## src/rtl/step_cadence_estimator_assert.svh

```systemverilog
// Assertion macros for the step cadence estimator.
`ifndef STEP_CADENCE_ESTIMATOR_ASSERT_SVH
`define STEP_CADENCE_ESTIMATOR_ASSERT_SVH

// Same-cycle implication, checked outside reset.
`define SCE_ASSERT_NOW(lbl, clk, rst_n, ante, cons, msg) \
    lbl: assert property (@(posedge clk) disable iff (!(rst_n)) (ante) |-> (cons)) \
        else $error(msg);

// Next-cycle implication, checked outside reset.
`define SCE_ASSERT_NEXT(lbl, clk, rst_n, ante, cons, msg) \
    lbl: assert property (@(posedge clk) disable iff (!(rst_n)) (ante) |=> (cons)) \
        else $error(msg);

`endif

```

## src/rtl/sce_pkg.sv

```systemverilog
// Shared widths, constants and register codes of the step cadence estimator.
`default_nettype none
package sce_pkg;

    localparam int STEP_BITS = 24;
    localparam int TIME_BITS = 32;

    localparam int CFG_W    = 16;
    localparam int CFG_IDX_W = 1;
    localparam int CAD_W    = 8;
    localparam int SPEED_W  = 10;

    // Stream payload widths, padded to whole bytes.
    localparam int IN_W  = ((STEP_BITS + TIME_BITS + 7) / 8) * 8;
    localparam int OUT_W = ((CAD_W + SPEED_W + 7) / 8) * 8;

    // Numerator 2*delta*60000 + elapsed, and divisor 2*elapsed scaled by 2^8.
    localparam int MUL_K_W = 17;
    localparam int NUM_W   = ((STEP_BITS + MUL_K_W > TIME_BITS) ?
                              STEP_BITS + MUL_K_W : TIME_BITS) + 1;
    localparam int DIV_W   = TIME_BITS + 1 + CAD_W;
    localparam int CMP_W   = (NUM_W > DIV_W) ? NUM_W : DIV_W;
    localparam int CNT_W   = $clog2(STEP_BITS + 1);

    localparam logic [CMP_W-1:0] TWO_MS_PER_MIN = CMP_W'(120000);

    // Speed = (cadence*333 + 50) / 100, division done as *83887 >> 23, exact for
    // every dividend up to 255*333 + 50.
    localparam int Y_W         = 17;
    localparam int Z_W         = 33;
    localparam int RECIP_SHIFT = 23;
    localparam logic [Y_W-1:0]     SPEED_NUM  = Y_W'(333);
    localparam logic [Y_W-1:0]     SPEED_HALF = Y_W'(50);
    localparam logic [Z_W-1:0]     SPEED_RECIP = Z_W'(83887);
    localparam logic [SPEED_W-1:0] SPEED_MAX  = SPEED_W'(849);
    localparam logic [CAD_W-1:0]   CADENCE_MAX = CAD_W'(255);

    localparam logic [CFG_W-1:0] WINDOW_MS_RST    = CFG_W'(4000);
    localparam logic [CFG_W-1:0] IDLE_TIMEOUT_RST = CFG_W'(4500);

    typedef enum logic [CFG_IDX_W-1:0] {
        CFG_WINDOW_MS    = 1'b0,
        CFG_IDLE_TIMEOUT = 1'b1
    } t_cfg_idx;

endpackage
`default_nettype wire

```

## src/rtl/step_cadence_estimator.sv

```systemverilog
// Step cadence estimator: windowed cadence and speed from pedometer readings.
// A reading passes S_CHECK and S_EVAL; when the window closes, it then runs the bit-serial
// multiply (S_MUL) and divide (S_DIV), then S_SPD1, S_SPD2 and S_OUT into the output
// register. A restarting reading returns from S_CHECK to S_IDLE and gives no result.
// Input is taken only in S_IDLE, so a reading is finished before the next is taken.
// Reset (i_rst_n low, synchronous): no window open, cadence 0, registers to defaults.
`default_nettype none
`include "step_cadence_estimator_assert.svh"
module step_cadence_estimator
    import sce_pkg::*;
(
    input  wire logic                 i_clk,
    input  wire logic                 i_rst_n,
    // Configuration write channel
    input  wire logic                 i_cfg_valid,
    output logic                      o_cfg_ready,
    input  wire logic [CFG_IDX_W-1:0] i_cfg_index,
    input  wire logic [CFG_W-1:0]     i_cfg_data,
    // Input stream
    input  wire logic                 i_s_axis_tvalid,
    output logic                      o_s_axis_tready,
    input  wire logic [IN_W-1:0]      i_s_axis_tdata,   // step_total, time_ms
    // Result stream
    output logic                      o_m_axis_tvalid,
    input  wire logic                 i_m_axis_tready,
    output logic [OUT_W-1:0]          o_m_axis_tdata,   // cadence_spm, speed_units, zero pad
    output logic                      o_m_axis_tuser    // window_closed
);

    typedef enum logic [2:0] {
        S_IDLE, S_CHECK, S_EVAL, S_MUL, S_DIV, S_SPD1, S_SPD2, S_OUT
    } t_state;

    t_state r_state;

    // Configuration
    logic [CFG_W-1:0] r_window_ms;
    logic [CFG_W-1:0] r_idle_to;

    // Window state
    logic                 r_primed;
    logic [STEP_BITS-1:0] r_wsteps;
    logic [TIME_BITS-1:0] r_start;
    logic [TIME_BITS-1:0] r_last;
    logic [CAD_W-1:0]     r_cadence;

    // Current reading and derived values
    logic [STEP_BITS-1:0] r_total;
    logic [TIME_BITS-1:0] r_now;
    logic [STEP_BITS-1:0] r_delta;
    logic [TIME_BITS-1:0] r_elapsed;
    logic [TIME_BITS-1:0] r_idle_diff;
    logic                 r_rising;
    logic                 r_idle_q;
    logic                 r_closed;

    // Serial multiply / divide datapath
    logic [CMP_W-1:0]     r_rem;
    logic [CMP_W-1:0]     r_mul_a;
    logic [STEP_BITS-1:0] r_mul_b;
    logic [CMP_W-1:0]     r_dv;
    logic [CAD_W-1:0]     r_q;
    logic                 r_sat;
    logic [CNT_W-1:0]     r_cnt;

    // Speed products
    logic [Y_W-1:0] r_y;
    logic [Z_W-1:0] r_z;

    // Output register
    logic               r_m_valid;
    logic [OUT_W-1:0]   r_m_data;
    logic               r_m_user;

    // Combinational helpers
    logic [STEP_BITS:0]   n_delta;
    logic [CFG_W-1:0]     w_win;
    logic                 w_closing;
    logic                 w_idle;
    logic                 w_ge;
    logic [CAD_W-1:0]     w_q_next;
    logic                 w_out_free;

    always_comb begin
        // A borrow out of this subtract means the total dropped.
        n_delta    = {1'b0, r_total} - {1'b0, r_wsteps};
        w_win      = (r_window_ms == '0) ? CFG_W'(1) : r_window_ms;
        w_closing  = r_elapsed >= TIME_BITS'(w_win);
        // A rising total moved the last step to now, so it can never be idle.
        w_idle     = !r_rising && (r_idle_diff > TIME_BITS'(r_idle_to));
        w_ge       = r_rem >= r_dv;
        w_q_next   = {r_q[CAD_W-2:0], w_ge};
        w_out_free = !r_m_valid || i_m_axis_tready;
    end

    assign o_cfg_ready     = 1'b1;
    assign o_s_axis_tready = (r_state == S_IDLE);
    assign o_m_axis_tvalid = r_m_valid;
    assign o_m_axis_tdata  = r_m_data;
    assign o_m_axis_tuser  = r_m_user;

    always_ff @(posedge i_clk) begin
        if (!i_rst_n) begin
            r_state     <= S_IDLE;
            r_window_ms <= WINDOW_MS_RST;
            r_idle_to   <= IDLE_TIMEOUT_RST;
            r_primed    <= 1'b0;
            r_wsteps    <= '0;
            r_start     <= '0;
            r_last      <= '0;
            r_cadence   <= '0;
            r_m_valid   <= 1'b0;
            r_cnt       <= '0;
        end else begin
            // Register writes; the user must issue them only while the block is idle, the block does not enforce it.
            if (i_cfg_valid) begin
                case (t_cfg_idx'(i_cfg_index))
                    CFG_WINDOW_MS:    r_window_ms <= i_cfg_data;
                    CFG_IDLE_TIMEOUT: r_idle_to   <= i_cfg_data;
                    default: ;
                endcase
            end

            // Drop the result once the sink takes it; S_OUT reloads it on its own.
            if (i_m_axis_tready && r_state != S_OUT) begin
                r_m_valid <= 1'b0;
            end

            case (r_state)
                S_IDLE: begin
                    if (i_s_axis_tvalid) begin
                        r_total <= i_s_axis_tdata[STEP_BITS-1:0];
                        r_now   <= i_s_axis_tdata[STEP_BITS +: TIME_BITS];
                        r_state <= S_CHECK;
                    end
                end
                S_CHECK: begin
                    if (!r_primed || n_delta[STEP_BITS]) begin
                        // First reading or dropped total: restart, no result.
                        r_primed <= 1'b1;
                        r_wsteps <= r_total;
                        r_start  <= r_now;
                        r_last   <= r_now;
                        r_state  <= S_IDLE;
                    end else begin
                        r_delta     <= n_delta[STEP_BITS-1:0];
                        r_rising    <= (n_delta[STEP_BITS-1:0] != '0);
                        r_elapsed   <= r_now - r_start;
                        r_idle_diff <= r_now - r_last;
                        if (n_delta[STEP_BITS-1:0] != '0) begin
                            r_last <= r_now;
                        end
                        r_state <= S_EVAL;
                    end
                end
                S_EVAL: begin
                    r_idle_q <= w_idle;
                    if (w_closing) begin
                        // Close the window; start 2*delta*60000 + elapsed.
                        r_wsteps <= r_total;
                        r_start  <= r_now;
                        r_closed <= 1'b1;
                        r_rem    <= CMP_W'(r_elapsed);
                        r_mul_a  <= TWO_MS_PER_MIN;
                        r_mul_b  <= r_delta;
                        r_cnt    <= '0;
                        r_state  <= S_MUL;
                    end else begin
                        r_closed <= 1'b0;
                        if (w_idle) begin
                            r_cadence <= '0;
                        end
                        r_state <= S_SPD1;
                    end
                end
                S_MUL: begin
                    // One multiplier bit per cycle, least significant first.
                    if (r_mul_b[0]) begin
                        r_rem <= r_rem + r_mul_a;
                    end
                    r_mul_a <= r_mul_a << 1;
                    r_mul_b <= r_mul_b >> 1;
                    if (r_cnt == CNT_W'(STEP_BITS - 1)) begin
                        r_cnt   <= '0;
                        r_dv    <= CMP_W'({r_elapsed, 1'b0}) << CAD_W;
                        r_state <= S_DIV;
                    end else begin
                        r_cnt <= r_cnt + CNT_W'(1);
                    end
                end
                S_DIV: begin
                    // First step detects a quotient above 255, then 8 quotient bits.
                    if (r_cnt == '0) begin
                        r_sat <= w_ge;
                    end else begin
                        if (w_ge) begin
                            r_rem <= r_rem - r_dv;
                        end
                        r_q <= w_q_next;
                    end
                    r_dv <= r_dv >> 1;
                    if (r_cnt == CNT_W'(CAD_W)) begin
                        r_cnt <= '0;
                        if (r_idle_q) begin
                            r_cadence <= '0;
                        end else if (r_sat) begin
                            r_cadence <= CADENCE_MAX;
                        end else begin
                            r_cadence <= w_q_next;
                        end
                        r_state <= S_SPD1;
                    end else begin
                        r_cnt <= r_cnt + CNT_W'(1);
                    end
                end
                S_SPD1: begin
                    r_y     <= Y_W'(Y_W'(r_cadence) * SPEED_NUM) + SPEED_HALF;
                    r_state <= S_SPD2;
                end
                S_SPD2: begin
                    r_z     <= Z_W'(Z_W'(r_y) * SPEED_RECIP);
                    r_state <= S_OUT;
                end
                S_OUT: begin
                    // Hold until the output register is free.
                    if (w_out_free) begin
                        r_m_valid <= 1'b1;
                        r_m_data  <= OUT_W'({r_z[RECIP_SHIFT +: SPEED_W], r_cadence});
                        r_m_user  <= r_closed;
                        r_state   <= S_IDLE;
                    end
                end
                default: r_state <= S_IDLE;
            endcase
        end
    end

    // Input is held off while the serial arithmetic runs.
    `SCE_ASSERT_NOW(a_busy_no_accept, i_clk, i_rst_n,
        (r_state == S_MUL || r_state == S_DIV), !o_s_axis_tready,
        "input accepted during serial arithmetic")

    // Speed from the reciprocal multiply stays within its range.
    `SCE_ASSERT_NOW(a_speed_range, i_clk, i_rst_n,
        o_m_axis_tvalid, (o_m_axis_tdata[CAD_W +: SPEED_W] <= SPEED_MAX),
        "speed out of range")

    // An idle reading without a window close forces cadence to zero.
    `SCE_ASSERT_NEXT(a_idle_zero, i_clk, i_rst_n,
        (r_state == S_EVAL && w_idle && !w_closing), (r_cadence == '0),
        "idle reading kept a nonzero cadence")

endmodule
`default_nettype wire
```

## config.mk

```make
export PLATFORM = sky130hd
export DESIGN_NAME = step_cadence_estimator
export DESIGN_NICKNAME = d
export VERILOG_FILES = /design/src/rtl/sce_pkg.sv /design/src/rtl/step_cadence_estimator.sv
export VERILOG_INCLUDE_DIRS = /design/src /design/src/rtl
export SDC_FILE = /design/constraint.sdc
export NUM_CORES = 1
export LEC_CHECK = 0
export ABC_AREA = 1
export BUFFER_PORTS_ARGS = -buffer_cell sky130_fd_sc_hd__buf_2
export CAP_MARGIN = 5
export CORE_MARGIN = 3
export CORE_UTILIZATION = 61
export CTS_BUF_LIST = sky130_fd_sc_hd__clkbuf_4
export CTS_CLUSTER_SIZE = 10
export DETAILED_ROUTE_END_ITERATION = 10
export HOLD_SLACK_MARGIN = 0.02
export PLACE_DENSITY_LB_ADDON = 0.3
export SETUP_SLACK_MARGIN = 0.1
export SLEW_MARGIN = 5
export SYNTH_ARGS = -nofsm -noshare
export SYNTH_HDL_FRONTEND = slang
export SYNTH_SLANG_ARGS = --single-unit
```

## constraint.sdc

```tcl
create_clock -name i_clk -period 8.6 [get_ports i_clk]
set_input_delay 1.72 -clock i_clk [delete_from_list [all_inputs] [get_ports i_clk]]
set_output_delay 1.72 -clock i_clk [all_outputs]
set_load 0.01 [all_outputs]
```

==> metrics.cfg, run 1 <==
[cts]
root_buffer = clkbuf_4
clockBufferDepth = 3
cts_repair_resize_count = 0
clk_latency_ns = 1.01
hold_buffers = 0
clk_pin_slew_ns = 0.06
numClockSinks = 482
htree_levels = 4
tritoncts = done
numCtsBuffers = 134
post_cts_buffers = 0

[synth]
synth_cells = 4307
netlist-cell-type-count = 52
synth.yosys.seq_area_share_pct = 36.60
synth_ff_type = edfxtp_1
ys_warn_count = 0
netlist_area_mm2 = 0.03577
synthTopCellsByArea = edfxtp_1, ha_1, inv_1, nand2_1, fa_1
synth_edf_count = 344
synthArstFlopShare_pct = 0
synth_top_area_share_pct = 28.88
avgSynthCellArea_um2 = 8.306
synth_top_area_cell = edfxtp_1
ys_seq_elements = 482

[floorplanning]
rows = 88
boundaryPins = 106
fp.dieH_um = 248.2
core-area_mm2 = 0.05781
chipWidth_um = 248.2
dieArea_mm2 = 0.06158
start_util_pct = 61.88

[placement]
dp_cells = 5110
gp_congestion = 0.9785
hpwl_mm = 69.44
portBuffers = 98
dpl_cell_area_mm2 = 0.03705

[grt]
antenna_found_initial = 3
met3_usage_pct = 5.544
grt_pass1_vias = 28240
grt_usage_pct = 29.07
grt_pass1_wl_mm = 140.8
grt_max_degree = 111
grt_overflow = 0
met2_usage_pct = 45.42
grtUsageMet1_pct = 40.63
top_usage_layer = met2

[power]
sequentialPowerShare_pct = 44.5
power.switching_mw = 1.843
comb_power_share_pct = 18.9
vdd_drop_max_mv = 0.1440
powerDensity_mw_per_mm2 = 155.4
p_leak_nw = 18.20
p_int_mw = 4.199
clockPowerShare_pct = 36.6
power_switching_share_pct = 30.50

[critical_path]
cp-startpoint = r_y[15]
path_class = register to register
cp_data_arrival_time_ns = 6.36
cp_max_fo = 8
crit_required_ns = 9.31
start_kind = register
end_kind = register
r2r-start = r_y[15]

[hold_path]
holdCritStartpoint = r_z[23]
min_path_type = register to register

[routing]
detail_route.iter0.violations = 2009
dr_total_vias = 29200
drc = 0
drt_pass1_iterations = 8
vias_per_cell = 5.448
ant_nets = 0
routedWlPerCell_um = 16.52
wl_mm = 88.51

[layout]
layout_common_cells = inv_1, nand2_1, ha_1
final_util_pct = 67.25
multi_input_area_mm2 = 0.01924
finalNetCount = 5091
stdcell_area_mm2 = 0.03887
stdcell_count = 5359
syn_to_final_growth_pct = 8.671
final.fill_count = 4989
seq_area_mm2 = 0.01309
layout_commonest_cell = inv_1
drive_above_1_share_pct = 8.499

[sta]
setup_viol = 0
fmax_mhz = 177.0
tightest_slew_ns = 1.157
fin_crit_sh_pct = 65.69
slew_headroom_pct = 22.56
final.setup.tns_ns = 0
hold_viol = 0
rsz0062_at_grt = false
post-route-min-period_ns = 5.649
hold_ws_ns = 0.4199
drv_slew = 0
finClkSkew_ns = 0.06794

[outcome]
status = finished clean

[run]
max-cap-violations = 0

==> final timing paths <==
check,cells after the start,endpoint,slack [ns]
min reg2reg,0,o_m_axis_tdata[8],0.42
max reg2reg,21,r_z[28],2.95
min,0,o_m_axis_tdata[8],0.42
max,21,r_z[28],2.95
==> logic make-up after synthesis <==
logic type / count (synthesis) / share of synthesized area (%)
other cells: 2 / 0.02099
compound gates: 840 / 12.91
xor+xnor: 108 / 2.644
fa+ha+maj: 532 / 21.53
simple gates: 1424 / 16.42
flops: 482 / 36.60
buf+inv: 919 / 9.878
==> synth_stat cells, drive strengths merged (3+ instances only) <==
| cell | n |
|---|---|
| nand3b | 5 |
| fa | 139 |
| nor4 | 31 |
| a31oi | 20 |
| nand4 | 29 |
| dfxtp | 138 |
| o2111ai | 4 |
| nor3 | 46 |
| or2 | 26 |
| nand3 | 155 |
| a221oi | 12 |
| a21o | 11 |
| o21bai | 28 |
| xor2 | 62 |
| o21ai | 300 |
| nand2 | 789 |
| clkinv | 3 |
| a21oi | 383 |
| ha | 393 |
| o21a | 17 |
| clkbuf | 50 |
| a41oi | 3 |
| o211ai | 37 |
| inv | 834 |
| edfxtp | 344 |
| xnor2 | 46 |
| o221ai | 3 |
| a21boi | 8 |
| nor2 | 338 |
| buf | 32 |
| and2 | 3 |
==> critical path: stages, from the launching register on <==
cell	delay (ns)
edfxtp_1	0.58
inv_1	0.20
ha_1	0.37
fa_1	0.48
inv_1	0.05
fa_1	0.52
fa_1	0.46
fa_1	0.55
inv_1	0.05
fa_1	0.52
inv_1	0.04
ha_1	0.31
nand2_1	0.06
nor2_1	0.10
inv_1	0.08
nor2_1	0.09
nor2_1	0.05
o21ai_0	0.44
a21oi_1	0.12
nand2_1	0.09
a21oi_1	0.08
xnor2_1	0.13
==> layer usage <==
layer  vias to the layer above  routed length, um  share of wire, %
met5                         -                  0                 0
li1                      14670                  -                 -
met1                     13480              40160                45
met2                       878              39280                44
met4                         0               2345               2.6
met3                       168               6725               7.6
==> layout make-up <==
cell class / count / area share [%]
Multi-Input combinational cell: 2911 / 49.50
Sequential cell: 482 / 33.68
Inverter: 837 / 8.082
Clock buffer: 191 / 3.689
Tap cell: 765 / 2.462
Timing Repair Buffer: 115 / 1.596
Clock inverter: 53 / 0.9624
Antenna cell: 5 / 0.03219
==> stage by stage <==
stage / total power, mW / worst slack (ns)
after floorplan: 3.598 / 2.219
after global placement: 3.843 / 3.068
after detailed placement: 3.869 / 2.957
after CTS: 6.087 / 2.945
after global routing: 6.376 / 2.616
final: 6.043 / 2.951
==> power groups by stage <==
stage               registers, mW  logic, mW  clock network (mW)
floorplan                    2.72      0.877                   0
global placement             2.73       1.11                   0
CTS                          2.69       1.14                2.26
finish                       2.69       1.14                2.21
detailed placement           2.74       1.13                   0
global route                 2.70       1.30                2.38
==> flip-flops by register name (all words and copies together), names as in the netlist, 5 cells and up <==
signal          count
r_idle_to          16
r_cadence           8
r_cnt               5
r_z                10
r_wsteps           24
r_dv               41
r_idle_diff        32
r_window_ms        16
r_y                17
r_elapsed          32
r_q                 7
o_m_axis_tdata     18
r_mul_a            36
r_total            24
r_rem              42
r_delta            24
r_start            32
r_mul_b            24
r_last             32
r_now              32
Note: power is estimated with default switching activity, not from simulation.
==> run 2, diff against run 1 <==
==> constraint.sdc (replaced) <==
create_clock -name i_clk -period 5.9 [get_ports i_clk]
set_input_delay 1.18 -clock i_clk [delete_from_list [all_inputs] [get_ports i_clk]]
set_output_delay 1.18 -clock i_clk [all_outputs]
set_load 0.01 [all_outputs]
==> run 2 against run 1 <==
  * Maximum frequency rose by 2.3%
  * Global-route usage grew 0.41 points
  * Combinational power grew 47%
  * Cell area grew 0.54%
  * Sequential share of layout area fell by 0.18 points
  * Routed wire length rose by 1.1%
  * Count of clock-buffer cells in the layout is 8 higher
  * Cell count increased by 0.49%
  * Critical path type unchanged
  * Largest power group unchanged
==> metrics.cfg, run 2 (synthesis gave the netlist of run 1 again) <==
[sta]
rsz0062_at_grt = false
tightest_slew_ns = 1.085
final.setup.worst_slack_ns = 0.3769
setup_viol = 0
fin_crit_sh_pct = 93.61
finClkSkew_ns = 0.08538
post-route-min-period_ns = 5.523
slew_headroom_pct = 27.65
hold_viol = 0
final.setup.tns_ns = 0
fmax_mhz = 181.1
drv_slew = 0

[floorplanning]
dieArea_mm2 = 0.06158
rows = 88
boundaryPins = 106
core-area_mm2 = 0.05781
fp.dieH_um = 248.2
start_util_pct = 61.88
chipWidth_um = 248.2

[hold_path]
whs_endpoint = r_total[8]
holdCritStartpoint = i_s_axis_tdata[8]
min_path_cells = 1
min_path_type = primary input to register

[power]
p_int_mw = 6.141
clockPowerShare_pct = 36.9
powerDensity_mw_per_mm2 = 226.8
sequentialPowerShare_pct = 44.2
power_switching_share_pct = 30.73
power.switching_mw = 2.724
comb_power_share_pct = 18.9
vdd_drop_max_mv = 0.2442
p_leak_nw = 18.33

[cts]
htree_levels = 4
hold_buffers = 0
clockBufferDepth = 3
numClockSinks = 482
tritoncts = done
clk_latency_ns = 1.00
root_buffer = clkbuf_4
numCtsBuffers = 135
clk_pin_slew_ns = 0.06

[critical_path]
cp_num_cells = 21
critPathTopFamily = adder cells
reg2reg_slack_ns = 0.38
start_kind = register
rr_worst_depth = 21
path_class = register to register
r2r-start = r_y[10]
cpPeakStageDelay_ns = 0.56
end_kind = register
path_buf_inv = 5
cp_max_fo = 8
cp_data_arrival_time_ns = 6.22
timing.rr.end = r_z[29]
cp_cell_sequence = ha_1, inv_1, fa_1, inv_1, fa_1, fa_1, fa_1, inv_1, fa_1, inv_1, ha_1, nand2_1, nor2_1, inv_1, nor2_1, a221oi_1, o21ai_0, a21oi_1, nand2_1, nand2_1, nand2_1
crit_slowest_cell = fa_1
crit_required_ns = 6.59

[routing]
routedWlPerCell_um = 16.62
drt_pass1_iterations = 8
drc = 0
ant_nets = 0
dr_total_vias = 29410
detail_route.iter0.violations = 1941
vias_per_cell = 5.462
wl_mm = 89.52

[grt]
grt_max_degree = 112
grt_pass1_wl_mm = 143.0
grt_usage_pct = 29.48
grt_pass1_vias = 28590
antenna_found_initial = 3
grt_overflow = 0

[layout]
finalNetCount = 5113
layout_commonest_cell = inv_1
syn_to_final_growth_pct = 9.255
largest_reg_flops = 42
drive_above_1_share_pct = 8.992
final_util_pct = 67.61
seq_area_mm2 = 0.01309
multi_input_area_mm2 = 0.01925
final.fill_count = 4908
biggestRegsByFlops = r_rem x42, r_dv x41, r_mul_a x36
largest_register = r_rem
layout_common_cells = inv_1, nand2_1, ha_1

[placement]
place_ws_ns = 0.3453
hpwl_mm = 69.84
gp_congestion = 0.9672
portBuffers = 98

[run]
max-cap-violations = 0

[outcome]
status = finished clean

[run 2: repair_timing]
action / CTS / global route
gates resized for setup: 0 / 1
buffers inserted: 0 / 18
endpoints found under the setup margin: 0 / 2
[run 2: routing by layer]
metal  wire length [um]  share of wire, %  global-route usage (%)
met5                  7            0.0078                       0
met4               2312               2.6                   10.10
met3               7021               7.8                   6.136
met2              40090                45                   46.44
met1              40090                45                   40.73
[run 2: worst reg2reg max path, cell delays in order (launching register included)]
cell	delay, ns
edfxtp_1	0.55
ha_1	0.38
inv_1	0.06
fa_1	0.53
inv_1	0.05
fa_1	0.52
fa_1	0.44
fa_1	0.56
inv_1	0.06
fa_1	0.53
inv_1	0.04
ha_1	0.31
nand2_1	0.13
nor2_1	0.08
inv_1	0.07
nor2_1	0.06
a221oi_1	0.38
o21ai_0	0.15
a21oi_1	0.19
nand2_1	0.07
nand2_1	0.06
nand2_1	0.04
[run 2: power by group through the flow]
stage / clock network (mW) / logic (mW) / registers [mW]
after floorplan: 0 / 1.28 / 3.96
after global placement: 0 / 1.61 / 3.99
after detailed placement: 0 / 1.65 / 3.99
after CTS: 3.35 / 1.67 / 3.92
after global routing: 3.51 / 1.91 / 3.93
final: 3.27 / 1.68 / 3.92
[run 2: per-stage QoR]
step | total power, mW | hold WS, ns | cell area [um^2] | instances
final | 8.865 | 0.3594 | 39080 | 5385
after global routing | 9.350 | 0.2844 | 39080 | 5383
after CTS | 8.935 | 0.2487 | 38930 | 5362
after detailed placement | 5.645 | 0.4045 | 37090 | 5113
after global placement | 5.600 | 0.4037 | 37090 | 5113
after floorplan | 5.244 | 0.4003 | 35790 | 4312
[run 2: final cells by class]
class | count | share of cell area (%)
sequential | 482 | 33.50
antenna | 5 | 0.03201
tap | 765 | 2.449
multi-input combinational | 2911 | 49.25
clock buffer | 199 | 3.823
inverter | 837 | 8.039
clock inverter | 50 | 0.8868
timing repair buffer | 136 | 2.023
[run 2: worst max path at each step]
stage	start	end	slack [ns]
detailed placement	r_y[10]	r_z[30]	0.35
global route	r_y[8]	r_z[29]	0.11
CTS	r_y[11]	r_z[29]	0.35
global placement	r_y[11]	r_z[28]	0.41
finish	r_y[10]	r_z[29]	0.38
floorplan	r_y[15]	r_z[28]	0.79
